File: src/design/bdg_pkg.sv
// bdg_pkg: shared types and constants for the button debounce / gesture core.
// Used by bdg_cfg, bdg_gesture and button_debounce_gesture_detector_core.
package bdg_pkg;

	localparam int unsigned TIME_W = 32;
	localparam int unsigned CFG_W  = 16;
	localparam int unsigned IDX_W  = 2;

	// configuration register indexes
	localparam logic [IDX_W-1:0] REG_DEBOUNCE     = 2'd0;
	localparam logic [IDX_W-1:0] REG_DOUBLE_PRESS = 2'd1;
	localparam logic [IDX_W-1:0] REG_LONG_PRESS   = 2'd2;

	localparam logic [CFG_W-1:0] DEBOUNCE_RST     = 16'd50;
	localparam logic [CFG_W-1:0] DOUBLE_PRESS_RST = 16'd400;
	localparam logic [CFG_W-1:0] LONG_PRESS_RST   = 16'd1000;

	// press count codes
	localparam logic [1:0] CNT_NONE   = 2'd0;
	localparam logic [1:0] CNT_SINGLE = 2'd1;
	localparam logic [1:0] CNT_DOUBLE = 2'd2;
	localparam logic [1:0] CNT_BAD    = 2'd3;

	typedef struct packed {
		logic [CFG_W-1:0] debounce_ms;
		logic [CFG_W-1:0] double_press_ms;
		logic [CFG_W-1:0] long_press_ms;
	} cfg_t;

	typedef struct packed {
		logic              raw_pressed;
		logic [TIME_W-1:0] time_ms;
		logic              consume;
		logic              clear_gestures;
	} sample_t;

	typedef struct packed {
		logic pressed;
		logic click;
		logic long_press;
		logic double_click;
	} result_t;

endpackage

File: src/design/button_debounce_gesture_detector_core.sv
// button_debounce_gesture_detector_core: top level, input register, result register.
// Depends on bdg_pkg, bdg_cfg, bdg_gesture.
//
//   channel  handshake                  payload
//   in       in_valid / in_stall        raw_pressed, time_ms, consume, clear_gestures
//   out      out_valid / out_stall      pressed, click, long_press, double_click
//   cfg      cfg_valid / cfg_ready      cfg_index, cfg_data
//
// One sample per cycle sustained while out_stall is low; a sample passes the input register, then the result register.
// The gesture update is one pass of subtract/compare logic between the two registers.
// Reset clears all gesture state and loads the default timing registers.
// A stalled result holds; one more sample is taken into the input register meanwhile.
// cfg_ready is always high.
module button_debounce_gesture_detector_core (
	input  logic                      clk,
	input  logic                      arst_n,
	input  logic                      in_valid,
	output logic                      in_stall,
	input  logic                      raw_pressed,
	input  logic [bdg_pkg::TIME_W-1:0] time_ms,
	input  logic                      consume,
	input  logic                      clear_gestures,
	output logic                      out_valid,
	input  logic                      out_stall,
	output logic                      pressed,
	output logic                      click,
	output logic                      long_press,
	output logic                      double_click,
	input  logic                      cfg_valid,
	output logic                      cfg_ready,
	input  logic [bdg_pkg::IDX_W-1:0] cfg_index,
	input  logic [bdg_pkg::CFG_W-1:0] cfg_data
);

	bdg_pkg::cfg_t    cfg;
	bdg_pkg::sample_t smp_s1;
	logic             valid_s1;
	bdg_pkg::result_t res;
	bdg_pkg::result_t res_q;
	logic             out_valid_q;
	logic             adv;
	logic             in_xfer;

	assign adv      = valid_s1 && (!out_valid_q || !out_stall);
	assign in_stall = valid_s1 && !adv;
	assign in_xfer  = in_valid && !in_stall;

	bdg_cfg u_cfg (
		.clk       (clk),
		.arst_n    (arst_n),
		.cfg_valid (cfg_valid),
		.cfg_ready (cfg_ready),
		.cfg_index (cfg_index),
		.cfg_data  (cfg_data),
		.cfg       (cfg)
	);

	always_ff @(posedge clk or negedge arst_n) begin
		if (!arst_n) begin
			valid_s1 <= 1'b0;
		end else begin
			valid_s1 <= in_xfer || (valid_s1 && !adv);
		end
	end

	always_ff @(posedge clk) begin
		if (in_xfer) begin
			smp_s1.raw_pressed    <= raw_pressed;
			smp_s1.time_ms        <= time_ms;
			smp_s1.consume        <= consume;
			smp_s1.clear_gestures <= clear_gestures;
		end
	end

	bdg_gesture u_gesture (
		.clk    (clk),
		.arst_n (arst_n),
		.en     (adv),
		.smp    (smp_s1),
		.cfg    (cfg),
		.res    (res)
	);

	always_ff @(posedge clk or negedge arst_n) begin
		if (!arst_n) begin
			out_valid_q <= 1'b0;
		end else if (adv) begin
			out_valid_q <= 1'b1;
		end else if (!out_stall) begin
			out_valid_q <= 1'b0;
		end
	end

	always_ff @(posedge clk) begin
		if (adv) begin
			res_q <= res;
		end
	end

	assign out_valid    = out_valid_q;
	assign pressed      = res_q.pressed;
	assign click        = res_q.click;
	assign long_press   = res_q.long_press;
	assign double_click = res_q.double_click;

`ifndef SYNTHESIS
	a_stall_has_item: assert property (@(posedge clk) disable iff (!arst_n)
		in_stall |-> valid_s1 && out_valid_q && out_stall)
		else $error("input stalled with room to advance");

	a_adv_fills_out: assert property (@(posedge clk) disable iff (!arst_n)
		adv |=> out_valid_q)
		else $error("advanced sample produced no result");

	a_out_hold: assert property (@(posedge clk) disable iff (!arst_n)
		out_valid_q && out_stall |=> out_valid_q && $stable(res_q))
		else $error("stalled result changed");
`endif

endmodule

File: src/design/bdg_cfg.sv
// bdg_cfg: timing configuration registers written over the cfg channel.
// Depends on bdg_pkg (cfg_t, register indexes, reset values).
module bdg_cfg (
	input  logic                       clk,
	input  logic                       arst_n,
	input  logic                       cfg_valid,
	output logic                       cfg_ready,
	input  logic [bdg_pkg::IDX_W-1:0]  cfg_index,
	input  logic [bdg_pkg::CFG_W-1:0]  cfg_data,
	output bdg_pkg::cfg_t              cfg
);

	bdg_pkg::cfg_t cfg_q;

	assign cfg_ready = 1'b1;
	assign cfg       = cfg_q;

	always_ff @(posedge clk or negedge arst_n) begin
		if (!arst_n) begin
			cfg_q.debounce_ms     <= bdg_pkg::DEBOUNCE_RST;
			cfg_q.double_press_ms <= bdg_pkg::DOUBLE_PRESS_RST;
			cfg_q.long_press_ms   <= bdg_pkg::LONG_PRESS_RST;
		end else if (cfg_valid) begin
			case (cfg_index)
				bdg_pkg::REG_DEBOUNCE:     cfg_q.debounce_ms     <= cfg_data;
				bdg_pkg::REG_DOUBLE_PRESS: cfg_q.double_press_ms <= cfg_data;
				bdg_pkg::REG_LONG_PRESS:   cfg_q.long_press_ms   <= cfg_data;
				default: ;
			endcase
		end
	end

endmodule

File: src/design/bdg_gesture.sv
// bdg_gesture: debounce and gesture state with its combinational update logic.
// Depends on bdg_pkg (cfg_t, sample_t, result_t, press count codes).
module bdg_gesture (
	input  logic             clk,
	input  logic             arst_n,
	input  logic             en,
	input  bdg_pkg::sample_t smp,
	input  bdg_pkg::cfg_t    cfg,
	output bdg_pkg::result_t res
);

	logic                       prev_raw_q;
	logic [bdg_pkg::TIME_W-1:0] raw_change_time_q;
	logic                       stable_q;
	logic [bdg_pkg::TIME_W-1:0] press_start_time_q;
	logic                       long_flag_q;
	logic [1:0]                 press_count_q;
	logic [bdg_pkg::TIME_W-1:0] prev_press_time_q;

	logic                       raw_chg;
	logic [bdg_pkg::TIME_W-1:0] since_raw;
	logic [bdg_pkg::TIME_W-1:0] since_start;
	logic [bdg_pkg::TIME_W-1:0] since_prev;
	logic                       settled;
	logic                       held_long;
	logic                       quick;
	logic                       stable_d;
	logic                       long_d;
	logic [1:0]                 cnt_d;
	logic                       start_press;
	logic                       ev_click;
	logic                       ev_long;
	logic                       ev_double;
	logic                       long_n;
	logic [1:0]                 cnt_n;

	always_comb begin
		raw_chg     = smp.raw_pressed != prev_raw_q;
		since_raw   = smp.time_ms - raw_change_time_q;
		since_start = smp.time_ms - press_start_time_q;
		since_prev  = smp.time_ms - prev_press_time_q;
		// a fresh raw edge restarts the window, so it never settles this sample
		settled     = !raw_chg && (since_raw > {16'd0, cfg.debounce_ms});
		held_long   = since_start >= {16'd0, cfg.long_press_ms};
		quick       = since_prev < {16'd0, cfg.double_press_ms};

		long_d      = smp.clear_gestures ? 1'b0 : long_flag_q;
		cnt_d       = smp.clear_gestures ? bdg_pkg::CNT_NONE : press_count_q;
		stable_d    = stable_q;
		start_press = 1'b0;

		if (settled) begin
			if (smp.raw_pressed != stable_q) begin
				stable_d = smp.raw_pressed;
				if (smp.raw_pressed) begin
					start_press = 1'b1;
					long_d      = 1'b0;
					cnt_d       = quick ? bdg_pkg::CNT_DOUBLE : bdg_pkg::CNT_SINGLE;
				end else if (held_long) begin
					long_d = 1'b1;
				end
			end else if (stable_q && !long_d && held_long) begin
				long_d = 1'b1;
			end
		end

		ev_click  = (cnt_d == bdg_pkg::CNT_SINGLE) && !stable_d && !long_d;
		ev_long   = long_d && stable_d;
		ev_double = (cnt_d == bdg_pkg::CNT_DOUBLE) && !stable_d;

		cnt_n  = (smp.consume && (ev_click || ev_double)) ? bdg_pkg::CNT_NONE : cnt_d;
		long_n = (smp.consume && ev_long) ? 1'b0 : long_d;

		res.pressed      = stable_d;
		res.click        = ev_click;
		res.long_press   = ev_long;
		res.double_click = ev_double;
	end

	always_ff @(posedge clk or negedge arst_n) begin
		if (!arst_n) begin
			prev_raw_q         <= 1'b0;
			raw_change_time_q  <= '0;
			stable_q           <= 1'b0;
			press_start_time_q <= '0;
			long_flag_q        <= 1'b0;
			press_count_q      <= bdg_pkg::CNT_NONE;
			prev_press_time_q  <= '0;
		end else if (en) begin
			prev_raw_q    <= smp.raw_pressed;
			stable_q      <= stable_d;
			long_flag_q   <= long_n;
			press_count_q <= cnt_n;
			if (raw_chg) begin
				raw_change_time_q <= smp.time_ms;
			end
			if (start_press) begin
				press_start_time_q <= smp.time_ms;
				prev_press_time_q  <= smp.time_ms;
			end
		end
	end

`ifndef SYNTHESIS
	a_count_legal: assert property (@(posedge clk) disable iff (!arst_n)
		press_count_q != bdg_pkg::CNT_BAD)
		else $error("press count reached an illegal code");

	a_hold_idle: assert property (@(posedge clk) disable iff (!arst_n)
		!en |=> $stable(stable_q) && $stable(press_count_q) && $stable(long_flag_q))
		else $error("gesture state moved without a sample");

	a_consume_cnt: assert property (@(posedge clk) disable iff (!arst_n)
		en && smp.consume && (ev_click || ev_double) |=> press_count_q == bdg_pkg::CNT_NONE)
		else $error("consumed click left a press count");

	a_consume_long: assert property (@(posedge clk) disable iff (!arst_n)
		en && smp.consume && ev_long |=> !long_flag_q)
		else $error("consumed long press left the long flag");
`endif

endmodule
File: config.mk
export PLATFORM = sky130hd
export DESIGN_NAME = button_debounce_gesture_detector_core
export DESIGN_NICKNAME = d
export VERILOG_FILES = /design/src/design/bdg_pkg.sv /design/src/design/button_debounce_gesture_detector_core.sv /design/src/design/bdg_cfg.sv /design/src/design/bdg_gesture.sv
export SDC_FILE = /design/constraint.sdc
export NUM_CORES = 1
export LEC_CHECK = 0
export ABC_AREA = 1
export ABC_CLOCK_PERIOD_IN_PS = 3950
export BUFFER_PORTS_ARGS = -buffer_cell sky130_fd_sc_hd__buf_2
export CAP_MARGIN = 5
export CORE_ASPECT_RATIO = 2
export CORE_MARGIN = 5
export CORE_UTILIZATION = 55
export CTS_CLUSTER_DIAMETER = 30
export DETAILED_ROUTE_END_ITERATION = 7
export PLACE_DENSITY = 0.73
export SLEW_MARGIN = 30
export SYNTH_ARGS = -nofsm -noshare
export SYNTH_HDL_FRONTEND = slang
export SYNTH_SLANG_ARGS = --single-unit
export TNS_END_PERCENT = 30
File: constraint.sdc
create_clock -name clk -period 3.95 [get_ports clk]
set_input_delay 0.5925 -clock clk [delete_from_list [all_inputs] [get_ports clk]]
set_output_delay 0.5925 -clock clk [all_outputs]
set_load 0.05 [all_outputs]
# Yosys cells after proc, flatten, opt, wreduce, memory -nomap -nowiden
# Cells that the tools add are included.
op_classes:
  add_sub_neg: 2
  n_lt_le_gt_ge: 3
  eq_ne: 7
  n_mux: 20
  reduce_logical: 29
ops:
  columns: ["operator", "count"]
  rows:
  - ["subtractor 32 bit", 2]
  - [">= comparator 32 x 16 -> 1 bit", 1]
  - ["> comparator 32 x 16 -> 1 bit", 1]
  - ["less-than comparator 32 x 16 -> 1 bit", 1]
  - ["two-way mux 1 bit", 14]
  - ["logical AND 1 bit", 12]
  - ["two-way mux 2 bit", 6]
  - ["AND reduction 2 bit", 5]
  - ["logical NOT 1 bit", 8]
  - ["equality test 2 x 1 -> 1 bit, second input constant", 2]
  - ["equality test 2 bit, second input constant", 2]
  - ["logical OR 1 bit", 3]
  - ["logical NOT 2 bit", 1]
  - ["inequality test 1 bit", 2]
  - ["inequality test 2 x 1 -> 1 bit, second input constant", 1]
word_totals:
  register_bits: 158
  in_bits: 58
  out_inout_bits: 7
  wordCells: 80

# Longest topological paths before layout
# Gate-level depths: netlist of run 1.
depth:
  depth_word: 12
  ltp_mapped: 34
  ltp_nobuf: 34

# Modules after synthesis
# From an unflattened synthesis of run 1, not the netlist that was laid out.
hier_totals:
  hier_cells: 1862
  area_unflattened_um2: 12518.3
by_module_without_submodules:
  columns: ["mod", "instances", "cells_per_inst", "area_per_inst_um2", "seq_area_each_um2"]
  rows:
  - ["bdg_gesture", 1, 1595, 9181.3, 1726.7]
  - ["bdg_cfg", 1, 216, 2070.7, 1216.2]
  - ["button_debounce_gesture_detector_core", 1, 51, 1266.2, 1221.2]

# Worst setup path before layout of run 1
# OpenSTA, ideal clock, no wires.
synth_path:
  path_kind: "flip-flop to flip-flop"
  startpoint: "register smp_s1[2] in the netlist's numbering"
  endpoint: "register u_gesture.press_count_q[0]"
  setup_ps: 116
  arrival_time_ps: 3403
  required_time_ps: 3834
  slack_ps: 431
  path_stages_with_launch: 34
  path_buffers: 0
  synth_period_minus_slack_ps: 3519
  cell_sequence: "edfxtp_1 inv_1 ha_1 fa_1 inv_1 nand3_1 nand3_2 nand2_1 nand2_1 nand2_1 nand2_1 xor2_1 ha_1 nand2_1 nor2_1 nand2_1 nor3_1 nand4_1 nand2_1 nand2_1 nor2_1 nand3_1 nor2_2 nand3_4 nand2_4 inv_2 nand2_2 nand2_2 inv_2 nand3_2 nand2_1 nand2_1 nand2_1 nand2_1"
synth_between:
  elab_chain_len: 12
  word_cells_on_any_way: 27
  cone_classes: "add/sub: 2; order compare: 3; eq/ne: 2; mux: 11; reduce/logical: 9"
synth_rtl:
  columns: ["item", "line", "text"]
  rows:
  - ["start: declaration", "button_debounce_gesture_detector_core.sv:36", "bdg_pkg::sample_t smp_s1;"]
  - ["subtractor 32 bit", "bdg_gesture.sv:40", "since_start = smp.time_ms - press_start_time_q;"]
  - ["less-than comparator 32 x 16 -> 1 bit", "bdg_gesture.sv:45", "quick = since_prev < {16'd0, cfg.double_press_ms};"]
  - ["two-way mux 2 bit", "bdg_gesture.sv:58", "cnt_d = quick ? bdg_pkg::CNT_DOUBLE : bdg_pkg::CNT_SINGLE;"]
  - ["two-way mux 2 bit", "bdg_gesture.sv:55", "if (smp.raw_pressed) begin"]
  - ["two-way mux 2 bit", "bdg_gesture.sv:53", "if (smp.raw_pressed != stable_q) begin"]
  - ["two-way mux 2 bit", "bdg_gesture.sv:52", "if (settled) begin"]
  - ["equality test 2 x 1 -> 1 bit", "bdg_gesture.sv:67", "ev_click = (cnt_d == bdg_pkg::CNT_SINGLE) && !stable_d && !long_d;"]
  - ["logical AND 1 bit (2 in series)", "bdg_gesture.sv:67", null]
  - ["logical OR 1 bit", "bdg_gesture.sv:71", "cnt_n = (smp.consume && (ev_click || ev_double)) ? bdg_pkg::CNT_NONE : cnt_d;"]
  - ["logical AND 1 bit", "bdg_gesture.sv:71", null]
  - ["two-way mux 2 bit (*)", "bdg_gesture.sv:71", null]
  - ["end signal: assignment", "bdg_gesture.sv:87", "press_count_q <= bdg_pkg::CNT_NONE;"]
  - ["end signal: assignment", "bdg_gesture.sv:93", "press_count_q <= cnt_n;"]
  - ["end: declaration", "bdg_gesture.sv:17", "logic [1:0] press_count_q;"]
# Every way passes the cells marked *; elsewhere a longest branch is shown, timed or not.
# A chain may end at the register's enable or synchronous reset.

# Worst setup path after layout of run 1
layout_path:
  startpoint: "register smp_s1[11] in the netlist's numbering"
  endpoint: "register u_gesture.prev_press_time_q[4] in the netlist's numbering"
layout_between:
  elab_chain_len: 5
layout_rtl:
  columns: ["item", "line", "text"]
  rows:
  - ["subtractor 32 bit", "bdg_gesture.sv:39", "since_raw = smp.time_ms - raw_change_time_q;"]
  - ["> comparator 32 x 16 -> 1 bit", "bdg_gesture.sv:43", "settled = !raw_chg && (since_raw > {16'd0, cfg.debounce_ms});"]
  - ["logical AND 1 bit", "bdg_gesture.sv:43", null]
  - ["two-way mux 1 bit", "bdg_gesture.sv:52", null]
  - ["AND reduction 2 bit (no line)", null, null]
  - ["end signal: assignment", "bdg_gesture.sv:99", "prev_press_time_q <= smp.time_ms;"]
  - ["end: declaration", "bdg_gesture.sv:18", "logic [bdg_pkg::TIME_W-1:0] prev_press_time_q;"]
# No other way between the ends.

==> results of run 1 <==
## synth_stat cells, types with 11 or more instances
| cell type | number | share of area [%] |
|---|---|---|
| dfstp_2 | 12 | 2.6 |
| ha_1 | 110 | 11 |
| nand3_1 | 81 | 3.3 |
| nor3_1 | 17 | 0.70 |
| nand4_1 | 14 | 0.72 |
| clkbuf_1 | 15 | 0.46 |
| a21oi_1 | 56 | 2.3 |
| edfxtp_1 | 39 | 9.7 |
| inv_2 | 12 | 0.37 |
| nand2_2 | 11 | 0.57 |
| dfrtp_1 | 107 | 22 |
| nor2_1 | 96 | 3.0 |
| nand2_1 | 607 | 19 |
| inv_1 | 402 | 12 |
| o21ai_0 | 117 | 4.8 |
| xor2_1 | 28 | 2.0 |
## final timing paths
check	from	end	cells after the start	slack [ps]
worst max-delay path	smp_s1[11]$_DFFE_PP_	u_gesture.prev_press_time_q[4]$_DFFE_PN0P_	26	60
worst min-delay path	arst_n	u_cfg.cfg[28]$_DFFE_PN0P_	1	130
worst max register to register	smp_s1[11]$_DFFE_PP_	u_gesture.prev_press_time_q[4]$_DFFE_PN0P_	26	60
worst min register to register	u_gesture.press_count_q[0]$_DFFE_PN0P_	u_gesture.press_count_q[0]$_DFFE_PN0P_	2	480
max in group asynchronous	arst_n	u_gesture.prev_press_time_q[26]$_DFFE_PN0P_	2	3050
min in group clk	time_ms[23]	smp_s1[25]$_DFFE_PP_	1	320
## state kept, by name (all words and copies together), names as in the netlist
signal                       count
out_valid                        1
valid_s1                         1
u_gesture.long_flag_q            1
double_click                     1
u_gesture.stable_q               1
pressed                          1
u_gesture.prev_press_time_q     32
smp_s1                          35
u_gesture.prev_raw_q             1
long_press                       1
u_gesture.press_count_q          2
u_cfg.cfg                       48
u_gesture.raw_change_time_q     32
click                            1
## power by group through the flow
stage	clock network (W)	registers (W)	logic [W]
after floorplan	0	0.00232	0.00423
after global placement	0	0.00235	0.00589
after detailed placement	0	0.00237	0.00602
after CTS	0.00169	0.00235	0.00607
after global routing	0.00175	0.00241	0.00714
final	0.00167	0.00237	0.00633
## logic make-up (layout without fill, tap and decap cells)
logic type               count (synthesis)  after routing  share of synthesized area [%]
AND/OR/NAND/NOR                        860            860                           29.5
buffers and inverters                  437            560                           13.7
AO/OA/AOI/OAI                          195            195                           8.40
flip-flops                             158            158                           34.3
adder cells (fa/ha/maj)                112            112                           11.7
XOR/XNOR                                32             32                           2.31
other                                    1              1                         0.0309
## metrics by stage
| stage | hold slack (ps) | std cells | area, um^2 | setup WS (ps) | TNS (ps) |
|---|---|---|---|---|---|
| 4_1_cts | 294 | 2187 | 13700 | 20.3 | 0 |
| 5_1_grt | 204 | 2194 | 14000 | -171 | -4390 |
| 3_3_place_gp | 467 | 2155 | 13000 | 108 | 0 |
| 2_1_floorplan | 297 | 1795 | 12100 | 431 | 0 |
| 6_report | 134 | 2194 | 14000 | 60.6 | 0 |
| 3_5_place_dp | 467 | 2155 | 13100 | -69.6 | -239 |
## timing repair
action | CTS | global route
gates cloned | 0 | 2
pin swaps | 2 | 17
gates resized for setup | 5 | 70
setup buffers | 0 | 5
setup endpoints to repair | 31 | 40
## cell type report
class / instances / area, um^2 / share of cell area, %
Clock buffer: 17 / 425 / 3.03
Tap cell: 276 / 345 / 2.46
Multi-Input combinational cell: 1200 / 6600 / 47.1
Clock inverter: 15 / 159 / 1.13
Timing Repair Buffer: 113 / 773 / 5.51
Inverter: 415 / 1560 / 11.1
Sequential cell: 158 / 4160 / 29.7
## layer usage
layer | share of wire, % | global-route usage [%]
met5 | 0 | 0
met4 | 9.2 | 24.2
met3 | 2.9 | 3.08
met2 | 54 | 54.4
met1 | 34 | 27.4
==> run metrics, run 1 <==
final core utilization=between 60% and 70%; first-pass GRT wire length=56000 um; Top delay family on crit path=simple AND/OR/NAND/NOR gates; # IOs=between 60 and 70; status=finished clean; H-tree lvl count=4; Syn Inst Count=about 1800; PortBufs=63; Static Leak=about 7.9 nW; largest net degree at the start of global routing=70; initial cell density of the core=a little under three fifths; FP Rows=between 70 and 80; Final Slew Violations=0; final antenna diode count=0; # hold bufs at CTS=0; Syn-to-layout area delta=15.7%; Synth async-reset ratio=between 70% and 80%; final worst-path cycle share=between 90% and 100%; fin crit period=3890 ps; gpl congestion=between 0.9 and 1; WP data required=about 4300 ps; Slew headroom=approximately 45%; EDFF count, synth=39; CP startpoint kind=register; Die Y=around 220 um; final hold violation count=0; critical path type=register to register; HP Class=primary input to async pin; core area=approximately 0.022 mm^2; Power, Total=0.0104 W; clk buf depth=2; Initial DRC Count=693; DRC viols=0; Synth warnings=0; share of power burned in registers=a little under a quarter; Final nets=slightly above 2000; Post-DRT Antenna Nets=0; fmax=around 0.26 GHz; CTS tree=built; antenna violations before repair=0; Root Driver=clkbuf_16; crit path max fanout=11; Logic pwr share=roughly three fifths; most frequent CP cell=nand2_1; Arr. time, crit path=4220 ps; Post-Syn Nets=~2000; Post-Syn Area=between 0.01 and 0.015 mm^2; VDD IR max=0.458 mV; max cap viols=0; via count=approximately 11000; PwrDens=739 mW/mm^2; First-pass DRT Iterations=5; RSZ-0062 raised after global routing=true; DRT Wirelength=36000 um; syn_area_per_cell=a little under 7 um^2; Post-synth top flop=dfrtp_1; Switching Share=48.2%; switching pwr=around 0.005 W; CP Buf/Inv Count=4; Internal Pwr Total=approximately 0.0054 W; gr usage total=between 20% and 30%; critical path endpoint category=register; number of distinct library cells after synthesis=slightly above 40; CTS clk-pin slew, worst paths=approximately 70 ps; Clock Latency Late Sink=450 ps; DPL Wire Length=~29000 um; Slew @ Worst Pin=slightly above 800 ps; Max stage delay on crit path=roughly 430 ps; layout cells sized above 1=13.6%; sequential-to-total area share from yosys stat=34.3%; most frequent cells in the layout=nand2_1, inv_1, dfrtp_1; vias in the first global route=around 11000; via count normalized by instance count=roughly 5.2; fillcell total=about 2100; Clk pwr share=between 10% and 20%; flops & latches, synth=between 150 and 200; slowest cell on the critical path=edfxtp_1; total grt overflow=0; commonest non-fill, non-tap cell in the layout=nand2_1; Inserted Clock Buffers=17; CTS sink count=between 150 and 200; Die ar.=around 0.025 mm^2; Worst Skew=between 6 and 7 ps; # setup viols final=0; drt wl/cell=roughly 16 um; Die X=~110 um
Power figures use the tool's default switching activity.
==> run 2: changes to the inputs <==
--- a/config.mk
+++ b/config.mk
@@ -15,6 +15,7 @@
 export CTS_CLUSTER_DIAMETER = 30
 export DETAILED_ROUTE_END_ITERATION = 7
 export PLACE_DENSITY = 0.73
+export SETUP_SLACK_MARGIN = 0.2
 export SLEW_MARGIN = 30
 export SYNTH_ARGS = -nofsm -noshare
 export SYNTH_HDL_FRONTEND = slang
==> run 2 against run 1 <==
  * Final cell count increased by 0.32%
  * Highest routed layer unchanged
  * Sequential cell count is the same
  * Wire length is 0.92% higher
  * Power rose by 1.7%
  * Via count grew 0.47%
  * Die area unchanged
  * Sequential power about the same
  * Non-clock buffer count increased by 7
  * First-iteration DRC count increased by 4.8%
  * Clock power hardly changed
  * Largest power group unchanged
  * Critical path type unchanged
  * Fmax is 1.6% higher
==> run metrics, run 2 (synthesis gave the netlist of run 1 again) <==
critical path endpoint category=register; share of power burned in registers=22.6% (-0.3 points); Syn-to-layout area delta=17.2%; CTS sink count=158 (unchanged); antenna violations before repair=0 (unchanged); VDD IR max=0.459 mV (+0.30%); Die ar.=0.0253 mm^2 (unchanged); Power, Total=0.0105 W (+1.7%); total grt overflow=0 (unchanged); commonest non-fill, non-tap cell in the layout=nand2_1; slowest cell on the critical path=edfxtp_1; Die Y=220 um (unchanged); max cap viols=0 (unchanged); final antenna diode count=0 (unchanged); status=finished clean; Final nets=2082 (+0.34%); GR peak layer=met2; Slew @ Worst Pin=834 ps (+10.4 ps); placed cells=2155 (unchanged); multi-input combinational cell area=0.00672 mm^2 (+1.9%); final hold violation count=0 (unchanged); Logic pwr share=61.5% (+0.5 points); Switching Share=48.3% (+0.079 points); DPL Wire Length=29500 um (unchanged); vias in the first global route=11400 (+0.22%); HP Class=primary input to async pin; PwrDens=742 mW/mm^2 (+0.36%); WP data required=4320 ps (+40 ps); met1 Resource Use GR=27.6% (+0.25 points); gr usage total=29.3% (+0.17 points); fmax=0.261 GHz (+1.6%); crit path max fanout=11 (unchanged); Worst Skew=12.6 ps (+5.59 ps); DRC viols=0 (unchanged); CP startpoint kind=register; RR Startpoint=smp_s1[10]$_DFFE_PP_; Clk pwr share=15.9% (-0.2 points); Max stage delay on crit path=440 ps (about the same); Initial DRC Count=726 (+4.8%); gpl congestion=0.985 (unchanged); Layout Cells excl Fill=2201 (+0.32%); H-tree lvl count=4 (unchanged); fillcell total=2052 (-0.92%); r2r endpoint=u_gesture.prev_press_time_q[14]$_DFFE_PN0P_; Post-Place Setup Slack=-69.6 ps (unchanged); DRT Wirelength=36300 um (+0.92%); CTS tree=built; Inserted Clock Buffers=17 (unchanged); final worst-path cycle share=96.9% (-1.5 points); Arr. time, crit path=4200 ps (-20 ps); core area=0.0220 mm^2 (unchanged); met2 global-route usage=54.6% (+0.21 points); GRT met3 Usage=3.57% (+0.49 points); # IOs=65 (unchanged); Internal Pwr Total=0.00545 W (+1.5%); clk buf depth=2 (unchanged); initial cell density of the core=55.2% (unchanged); most frequent cells in the layout=nand2_1, inv_1, dfrtp_1; drt wl/cell=16.5 um (+0.60%); Placed Area=0.0131 mm^2 (unchanged); Die X=115 um (unchanged); cells on worst reg2reg path=26 (unchanged); Clock Latency Late Sink=460 ps (about the same); Slew headroom=44.2% (-0.69 points); Static Leak=7.96 nW (+0.74%); Top delay family on crit path=simple AND/OR/NAND/NOR gates; most frequent CP cell=nand2_1; final instance area=0.0142 mm^2 (+1.3%); FP Rows=77 (unchanged); PortBufs=63 (unchanged); switching pwr=0.00509 W (+1.8%); RSZ-0062 raised after global routing=true; Final WS setup=121 ps (+60.4 ps); Post-DRT Antenna Nets=0 (unchanged); R2R setup slack=120 ps (+60 ps); first-pass GRT wire length=56300 um (+0.53%); via count normalized by instance count=5.16 (+0.15%); CP Buf/Inv Count=2 (-2); critical path type=register to register; CTS clk-pin slew, worst paths=70 ps (about the same); max reg flops=48 (unchanged); Setup TNS=0 ps (unchanged); Root Driver=clkbuf_16; Final Slew Violations=0 (unchanged); fin crit period=3830 ps (-60.4 ps); First-pass DRT Iterations=5 (unchanged); # hold bufs at CTS=0 (unchanged); via count=11400 (+0.47%); # setup viols final=0 (unchanged); FF+latch area=0.00416 mm^2 (unchanged); largest net degree at the start of global routing=70 (unchanged); layout cells sized above 1=15.2% (+1.6 points)
==> run 2: cell types whose count changed in the layout (fill, tap and decap cells not counted), moves of 4 or more <==
cell	change
inv_2	+4
inv_1	-5
nand2_1	-11
buf_4	+6
xor2_2	+5
nand2_2	+10
xor2_1	-5
==> run 2: repair_timing <==
action,in CTS,in global routing
buffers inserted,4,8
setup endpoints to repair,40,40
gates cloned,0,2
pin swaps,12,28
gates resized for setup,33,77
==> run 2: final cells by class <==
type                    count  area share (%)
clock buffers              17            2.99
clock inverters            15            1.12
inverters                 415            11.0
well taps                 276            2.43
flip-flops and latches    158            29.3
multi-input cells        1200            47.3
repair buffers            120            5.84
==> run 2: layer usage <==
layer  wire length (um)  up-vias  part of all wire (%)
met4               3320        0                   9.1
met5                  0        -                     0
li1                   -     5729                     -
met2              19500      311                    54
met3               1190      134                   3.3
met1              12400     5180                    34
==> run 2: how the worst max path moves through the flow <==
stage	startpoint	to	cells after the start	slack (ps)
finish	smp_s1[10]$_DFFE_PP_	u_gesture.prev_press_time_q[14]$_DFFE_PN0P_	26	120
global placement	smp_s1[12]$_DFFE_PP_	u_gesture.press_count_q[1]$_DFFE_PN0P_	28	110
floorplan	smp_s1[2]$_DFFE_PP_	u_gesture.press_count_q[0]$_DFFE_PN0P_	33	430
detailed placement	smp_s1[11]$_DFFE_PP_	u_gesture.press_count_q[0]$_DFFE_PN0P_	28	-70
global route	smp_s1[4]$_DFFE_PP_	u_gesture.press_count_q[0]$_DFFE_PN0P_	24	-80
CTS	u_gesture.raw_change_time_q[0]$_DFFE_PN0P_	u_gesture.press_count_q[1]$_DFFE_PN0P_	32	100
==> run 2: through the flow <==
| step | hold WS, ps | utilization, % |
|---|---|---|
| 4_1_cts | 294 | 63.1 |
| 3_5_place_dp | 467 | 59.4 |
| 6_report | 128 | 64.7 |
| 3_3_place_gp | 467 | 59.4 |
| 2_1_floorplan | 297 | - |
| 5_1_grt | 199 | 64.7 |
==> run 2: power groups by stage <==
| stage | clock [W] | combinational, W | sequential, W |
|---|---|---|---|
| after floorplan | 0 | 0.00423 | 0.00232 |
| after global placement | 0 | 0.00589 | 0.00235 |
| after detailed placement | 0 | 0.00602 | 0.00237 |
| after CTS | 0.00169 | 0.00619 | 0.00235 |
| after global routing | 0.00176 | 0.00728 | 0.00241 |
| final | 0.00168 | 0.00648 | 0.00238 |
